**config.mk**
```make
export PLATFORM = sky130hd
export DESIGN_NAME = salcp_ctrl
export DESIGN_NICKNAME = d
export VERILOG_FILES = /design/src/salcp_pkg.sv /design/src/salcp_ctrl.sv
export SDC_FILE = /design/constraint.sdc
export NUM_CORES = 1
export LEC_CHECK = 0
export ABC_AREA = 1
export BUFFER_PORTS_ARGS = -buffer_cell sky130_fd_sc_hd__buf_2
export CAP_MARGIN = 20
export CORE_MARGIN = 10
export CORE_UTILIZATION = 43
export DETAILED_ROUTE_END_ITERATION = 7
export GPL_TIMING_DRIVEN = 0
export PLACE_DENSITY = 0.72
export SLEW_MARGIN = 20
export SYNTH_ARGS = -nofsm -noshare
export SYNTH_HDL_FRONTEND = slang
export SYNTH_SLANG_ARGS = --single-unit
```
**constraint.sdc**
```tcl
create_clock -name clk -period 1.2 [get_ports clk]
set_input_delay 0.06 -clock clk [delete_from_list [all_inputs] [get_ports clk]]
set_output_delay 0.06 -clock clk [all_outputs]
set_load 0.03 [all_outputs]
```
**src/salcp_pkg.sv**
```systemverilog
// Shared types and constants for the suffix array / LCP builder.
// Used by the controller, the datapath and the top level.
package salcp_pkg;

    localparam int MAX_LEN_DEF  = 1024;
    localparam int ALPHABET_DEF = 1024;
    localparam int SYM_W        = 10;
    localparam int IDX_W        = 10;
    localparam int LEN_W        = 11;

    localparam logic OP_LOAD = 1'b0;
    localparam logic OP_READ = 1'b1;

    localparam logic [1:0] ST_OK       = 2'd0;
    localparam logic [1:0] ST_OVERFLOW = 2'd1;
    localparam logic [1:0] ST_RANGE    = 2'd2;

    typedef enum logic [4:0] {
        S_IDLE,
        S_INIT,     // rank = sym+1, prev = rank, scratch = i
        S_COPY,     // prev = rank, scratch = i
        S_CLR,      // clear buckets
        S_CNT,      // count keys
        S_PFX,      // prefix sum
        S_PLACE,    // backward placement
        S_MOVE,     // suffix_order = scratch
        S_RANK,     // re-rank
        S_LCP,      // Kasai scan
        S_RESP,
        S_OUT
    } state_t;

    // Controller to datapath commands
    typedef struct packed {
        state_t phase;
        logic   first;   // first cycle of a phase
        logic   pass2;   // second counting pass (offset 0, src order)
        logic   do_load;
        logic   do_read;
        logic   start;   // last load that needs no sort rounds (sets up n == 1)
    } cmd_t;

    typedef struct packed {
        logic phase_done;
        logic more_rounds;
        logic trivial;   // n <= 1
    } sts_t;

endpackage

```
**src/salcp_ctrl.sv**
```systemverilog
// Construction and request sequencer.
// Depends on salcp_pkg; commands salcp_datapath.
module salcp_ctrl
    import salcp_pkg::*;
(
    input  logic clk,
    input  logic rst_n,
    input  logic in_valid,
    output logic in_ready,
    input  logic in_op,
    input  logic load_last,
    output logic out_valid,
    input  logic out_ready,
    input  sts_t sts,
    output cmd_t cmd
);
    state_t state_reg, state_next;
    logic   first_reg, first_next;
    logic   pass2_reg, pass2_next;
    logic   ovalid_reg, ovalid_next;
    logic   acc;

    assign out_valid = ovalid_reg;
    assign in_ready  = (state_reg == S_IDLE) && !ovalid_reg;
    assign acc       = in_valid && in_ready;

    always_ff @(posedge clk or negedge rst_n)
    begin
        if (!rst_n)
        begin
            state_reg  <= S_IDLE;
            first_reg  <= 1'b0;
            pass2_reg  <= 1'b0;
            ovalid_reg <= 1'b0;
        end
        else
        begin
            state_reg  <= state_next;
            first_reg  <= first_next;
            pass2_reg  <= pass2_next;
            ovalid_reg <= ovalid_next;
        end
    end

    always_comb
    begin
        state_next  = state_reg;
        first_next  = 1'b0;
        pass2_next  = pass2_reg;
        ovalid_next = ovalid_reg && !out_ready;
        cmd.phase   = state_reg;
        cmd.first   = first_reg;
        cmd.pass2   = pass2_reg;
        cmd.do_load = acc && (in_op == OP_LOAD);
        cmd.do_read = acc && (in_op == OP_READ);
        cmd.start   = 1'b0;
        case (state_reg)
            S_IDLE:
                if (acc)
                begin
                    state_next = (in_op == OP_READ) ? S_RESP : S_OUT;
                    first_next = 1'b1;
                end
            S_OUT:
            begin
                // datapath now holds the post-load length
                if (load_last && !sts.trivial)
                begin
                    state_next = S_INIT;
                    first_next = 1'b1;
                end
                else
                begin
                    cmd.phase  = S_IDLE;
                    cmd.first  = 1'b0;
                    cmd.start  = load_last;
                    state_next = S_IDLE;
                    ovalid_next = 1'b1;
                end
            end
            S_RESP:
                if (sts.phase_done)
                begin
                    state_next  = S_IDLE;
                    ovalid_next = 1'b1;
                end
            S_INIT, S_COPY:
                if (sts.phase_done)
                begin
                    state_next = S_CLR;
                    pass2_next = 1'b0;
                    first_next = 1'b1;
                end
            S_CLR:
                if (sts.phase_done) begin state_next = S_CNT; first_next = 1'b1; end
            S_CNT:
                if (sts.phase_done) begin state_next = S_PFX; first_next = 1'b1; end
            S_PFX:
                if (sts.phase_done) begin state_next = S_PLACE; first_next = 1'b1; end
            S_PLACE:
                if (sts.phase_done)
                begin
                    first_next = 1'b1;
                    if (pass2_reg) state_next = S_MOVE;
                    else
                    begin
                        pass2_next = 1'b1;
                        state_next = S_CLR;
                    end
                end
            S_MOVE:
                if (sts.phase_done) begin state_next = S_RANK; first_next = 1'b1; end
            S_RANK:
                if (sts.phase_done)
                begin
                    first_next = 1'b1;
                    state_next = sts.more_rounds ? S_COPY : S_LCP;
                end
            S_LCP:
                if (sts.phase_done)
                begin
                    state_next  = S_IDLE;
                    ovalid_next = 1'b1;
                end
            default: state_next = S_IDLE;
        endcase
    end

`ifndef SYNTHESIS
    a_no_take_busy: assert property (@(posedge clk) disable iff (!rst_n)
        out_valid |-> !in_ready) else $error("accepted with result pending");
    a_one_result: assert property (@(posedge clk) disable iff (!rst_n)
        acc |=> !out_valid) else $error("result too early");
    a_hold: assert property (@(posedge clk) disable iff (!rst_n)
        out_valid && !out_ready |=> out_valid) else $error("result lost");
`endif
endmodule

```
* Word level (Yosys, flattened, before mapping)
Cells that the tools add are included. W data, S select, Z words.
Storage, ports and cells: output and inout port bits 12, word-level logic and storage cells 69, bits in registers 8
Cells by class: equality and inequality tests 20, mux-type cells 28, reductions and logical operators 16, bitwise gates (word level) 1
Operators with widths (number):
- $pmux W5 S10 | 1
- $mux W5 | 9
- $eq A5 B3 Y1 const B | 4
- $eq A5 B4 Y1 const B | 4
- $ne A2 B2 Y1 const B | 8
- $mux W6 | 2
- $mux W1 | 11
- $eq A5 B2 Y1 const B | 2
- $reduce_and A9 Y1 | 1
- $reduce_or A8 Y1 | 1
- $logic_and A1 B1 Y1 | 6
- $eq A5 B1 Y1 const B | 1
- $logic_not A5 Y1 | 1
- $mux W4 | 1
- $pmux W1 S2 | 2
- $reduce_or A2 Y1 | 2
- $logic_not A1 Y1 | 3
- $mux W3 | 1
- $pmux W1 S3 | 1
- $reduce_and A3 Y1 | 1
- $ne A2 B1 Y1 const B | 1
- $reduce_bool A2 Y1 | 1
- $not A1 Y1 | 1

* Depth between registers and ports, before layout
word-level depth 5, mapped depth 10, depth with buffers taken out 9

* Least setup slack after synthesis
No wires, ideal clock.
path type register to output, start register state_reg[2], end output port cmd[1] (netlist bit), arrival 1.394 ns, cell stages (with the launch flop) 7, buffers on the path 1, setup slack -0.254 ns, cells stage by stage dfrtp_1 buf_6 nor2_4 nand2_4 nor2_8 nand2_4 nor2_1
RTL lines:
- from (decl) | line salcp_ctrl.sv:17 | state_t state_reg, state_next;
- from (signal assigned) | line salcp_ctrl.sv:38 | state_reg <= state_next;
- to (decl) | line salcp_ctrl.sv:15 | output cmd_t cmd

==> results.tsv <==
stage	metric	value	unit
run	maxCapViolCount	0	
setup_path	cp_max_fo	5	
yosys	synth-seq-cells	7	
setup_path	cp_cell_sequence	buf_6, nor2_4, nand2_4, nor2_8, nand2_4, nor2_4, buf_6	
yosys	syn-num-nets	105	
min_path	min_path_cells	2	
yosys	ys_seq_area_share	27.6	%
sta	setup_violations	13	
setup_path	path_delay_family	simple AND/OR/NAND/NOR gates	
place	dp_cells	130	
setup_path	max_stage_delay	0.37	ns
sta	rsz0062_at_grt	true	
final_layout	layout_commonest_cell	nand2_1	
final_layout	layout_common_cells	nand2_1, inv_1, buf_6, buf_2, buf_4	
clock_network	cts_root_buf	clkbuf_4	
yosys	syn-mean-instance-area	6.62	sq um
power_and_ir_drop	leakagePower	0.593	nW
yosys	netlist_area	636	sq um
sta	final.period_utilization	117	%
floorplan	io-pin-count	21	
sta	slew_violations	0	
route	drtIter0Drc	38	
setup_path	path_buf_inv	2	
power_and_ir_drop	power	2.94	mW
floorplan	core_area	1350	sq um
floorplan	fp.dieH	58.4	um
sta	max_freq	0.714	GHz
final_layout	final_cells	148	
final_layout	fin_util	79.1	%
clock_network	clk_path_buf_depth	2	
place	port_buffers	19	
setup_path	cp.arrival	1.34	ns
route	viasPerCell	5.23	
power_and_ir_drop	p_comb_share	76.5	%
yosys	yosysUniqueCellTypes	19	
global_routing	grt_pass1_vias	744	
min_path	hold_class	in2reg	
yosys	yosysWarnings	0	
setup_path	slowest_stage	dfrtp_1	
final_layout	drive_above_1_share	58.6	%
sta	whs	0.0318	ns
route	wl	2180	um
route	firstDrtPassIters	4	
power_and_ir_drop	p_switching	1.54	mW
final_layout	area_growth	67.9	%
min_path	whs_endpoint	out_valid$_DFF_PN0_	
floorplan	rows	13	
floorplan	start_util	47.1	%
setup_path	r2r_cells	10	
clock_network	clock_latency	0.25	ns
power_and_ir_drop	p_clk_share	7.1	%
sta	finalCriticalPeriod	1.40	ns
sta	hold_viol	0	
route	vias	774	
global_routing	antenna_found_initial	0	
setup_path	path_class	reg2out	
global_routing	grt_overflow	0	
power_and_ir_drop	switching_share	52.4	%
global_routing	grt_pass1_wl	3350	um
route	wl_per_cell	14.7	um
floorplan	die_w	58.4	um
place	hpwlAfterDp	1300	um
power_and_ir_drop	p_seq_share	16.5	%
final_layout	nets	143	
status	status	complete, but fails checks	
floorplan	dieArea	3420	sq um
clock_network	numClockSinks	7	
power_and_ir_drop	internal-power	1.40	mW
clock_network	cts_htree_levels	1	
power_and_ir_drop	pwr_density_cell	2750	nW/um^2
status	violations	setup timing	
clock_network	clkTransAtPathRegs	0.05	ns
setup_path	endpoint_kind	primary output	
route	ant_nets	0	
setup_path	rrSetupSlack	-0.18	ns
setup_path	worst_r2r_endpoint	state_reg[0]$_DFFE_PN0P_	
global_routing	grt_max_degree	8	
global_routing	grt_usage	12.0	%
power_and_ir_drop	peakVddDrop	1420	uV
sta	setup_ws	-0.201	ns
setup_path	start_kind	register	
final_layout	largest_reg_flops	4	
setup_path	cp-startpoint	state_reg[2]$_DFFE_PN0P_	
yosys	synthCells	96	
clock_network	tritoncts	done	
clock_network	cts_buffers	3	
sta	finalClockSkew	0.00345	ns
route	drc	0	
min_path	worstHoldStart	out_ready	
setup_path	cp.required	1.14	ns
final_layout	antenna_cells	0	
place	place.gp.congestion	0.827	
setup_path	r2r_start	state_reg[2]$_DFFE_PN0P_	
[Yosys cell counts (all sizes together)]
cell type | count | area share (%)
buf | 3 | 4.1
clkbuf | 1 | 0.59
conb | 1 | 0.59
dfrtp | 7 | 28
inv | 17 | 10
nand2 | 32 | 25
nand3 | 12 | 9.4
nor2 | 18 | 17
o211ai | 2 | 2.4
o21ai | 2 | 1.6
o221ai | 1 | 1.4
[cell type report]
| type | instances | area [sq um] |
|---|---|---|
| Fill cell | 79 | 283 |
| Tap cell | 15 | 18.8 |
| Clock buffer | 4 | 26.3 |
| Multi-Input combinational cell | 68 | 480 |
| Timing Repair Buffer | 33 | 262 |
| Inverter | 17 | 71.3 |
| Buffer | 4 | 30.0 |
| Sequential cell | 7 | 179 |
[cell families (layout without fill, tap and decap cells)]
logic type / after synthesis / count (layout) / synth area share (%)
AND/OR/NAND/NOR: 62 / 62 / 51.8
flip-flops: 7 / 7 / 27.6
buffers and inverters: 21 / 58 / 14.8
other: 1 / 1 / 0.590
AO/OA/AOI/OAI: 5 / 5 / 5.31
[power by group through the flow]
stage / clock, mW / sequential (mW) / combinational [mW]
after CTS: 0.221 / 0.464 / 1.90
final: 0.207 / 0.484 / 2.25
after floorplan: 0 / 0.474 / 1.15
after global routing: 0.226 / 0.502 / 2.41
after global placement: 0 / 0.463 / 1.46
after detailed placement: 0 / 0.465 / 1.47
[per-layer routing]
metal	GRT usage, %	wire (um)	vias to the layer above
li1	-	-	367
met3	3.86	156	4
met4	6.71	29	0
met1	14.0	907	370
met2	18.8	1080	33
met5	0	0	-
[worst max-delay path by stage]
stage / end / slack (ns) / cells after the start
finish: cmd[1] / -0.20 / 7
global route: cmd[1] / -0.28 / 7
CTS: cmd[1] / -0.19 / 7
detailed placement: cmd[8] / -0.21 / 6
global placement: cmd[5] / -0.22 / 6
floorplan: state_reg[1]$_DFFE_PN0P_ / -0.13 / 9
[stage by stage]
stage / setup TNS, ns / area (sq um) / setup slack [ns]
CTS: -1.87 / 968 / -0.193
global placement: -1.43 / 764 / -0.219
finish: -1.92 / 1070 / -0.201
detailed placement: -1.44 / 764 / -0.214
floorplan: -0.671 / 651 / -0.127
global route: -2.87 / 1070 / -0.278
[what timing repair did]
action / in CTS / in global routing
endpoints found under the setup margin: 12 / 15
hold endpoints to repair: 7 / 0
pin swaps: 7 / 11
resized for setup: 26 / 25
hold buffers: 1 / 0
setup buffers: 12 / 1
No activity file was read; power rests on OpenSTA's default activity.
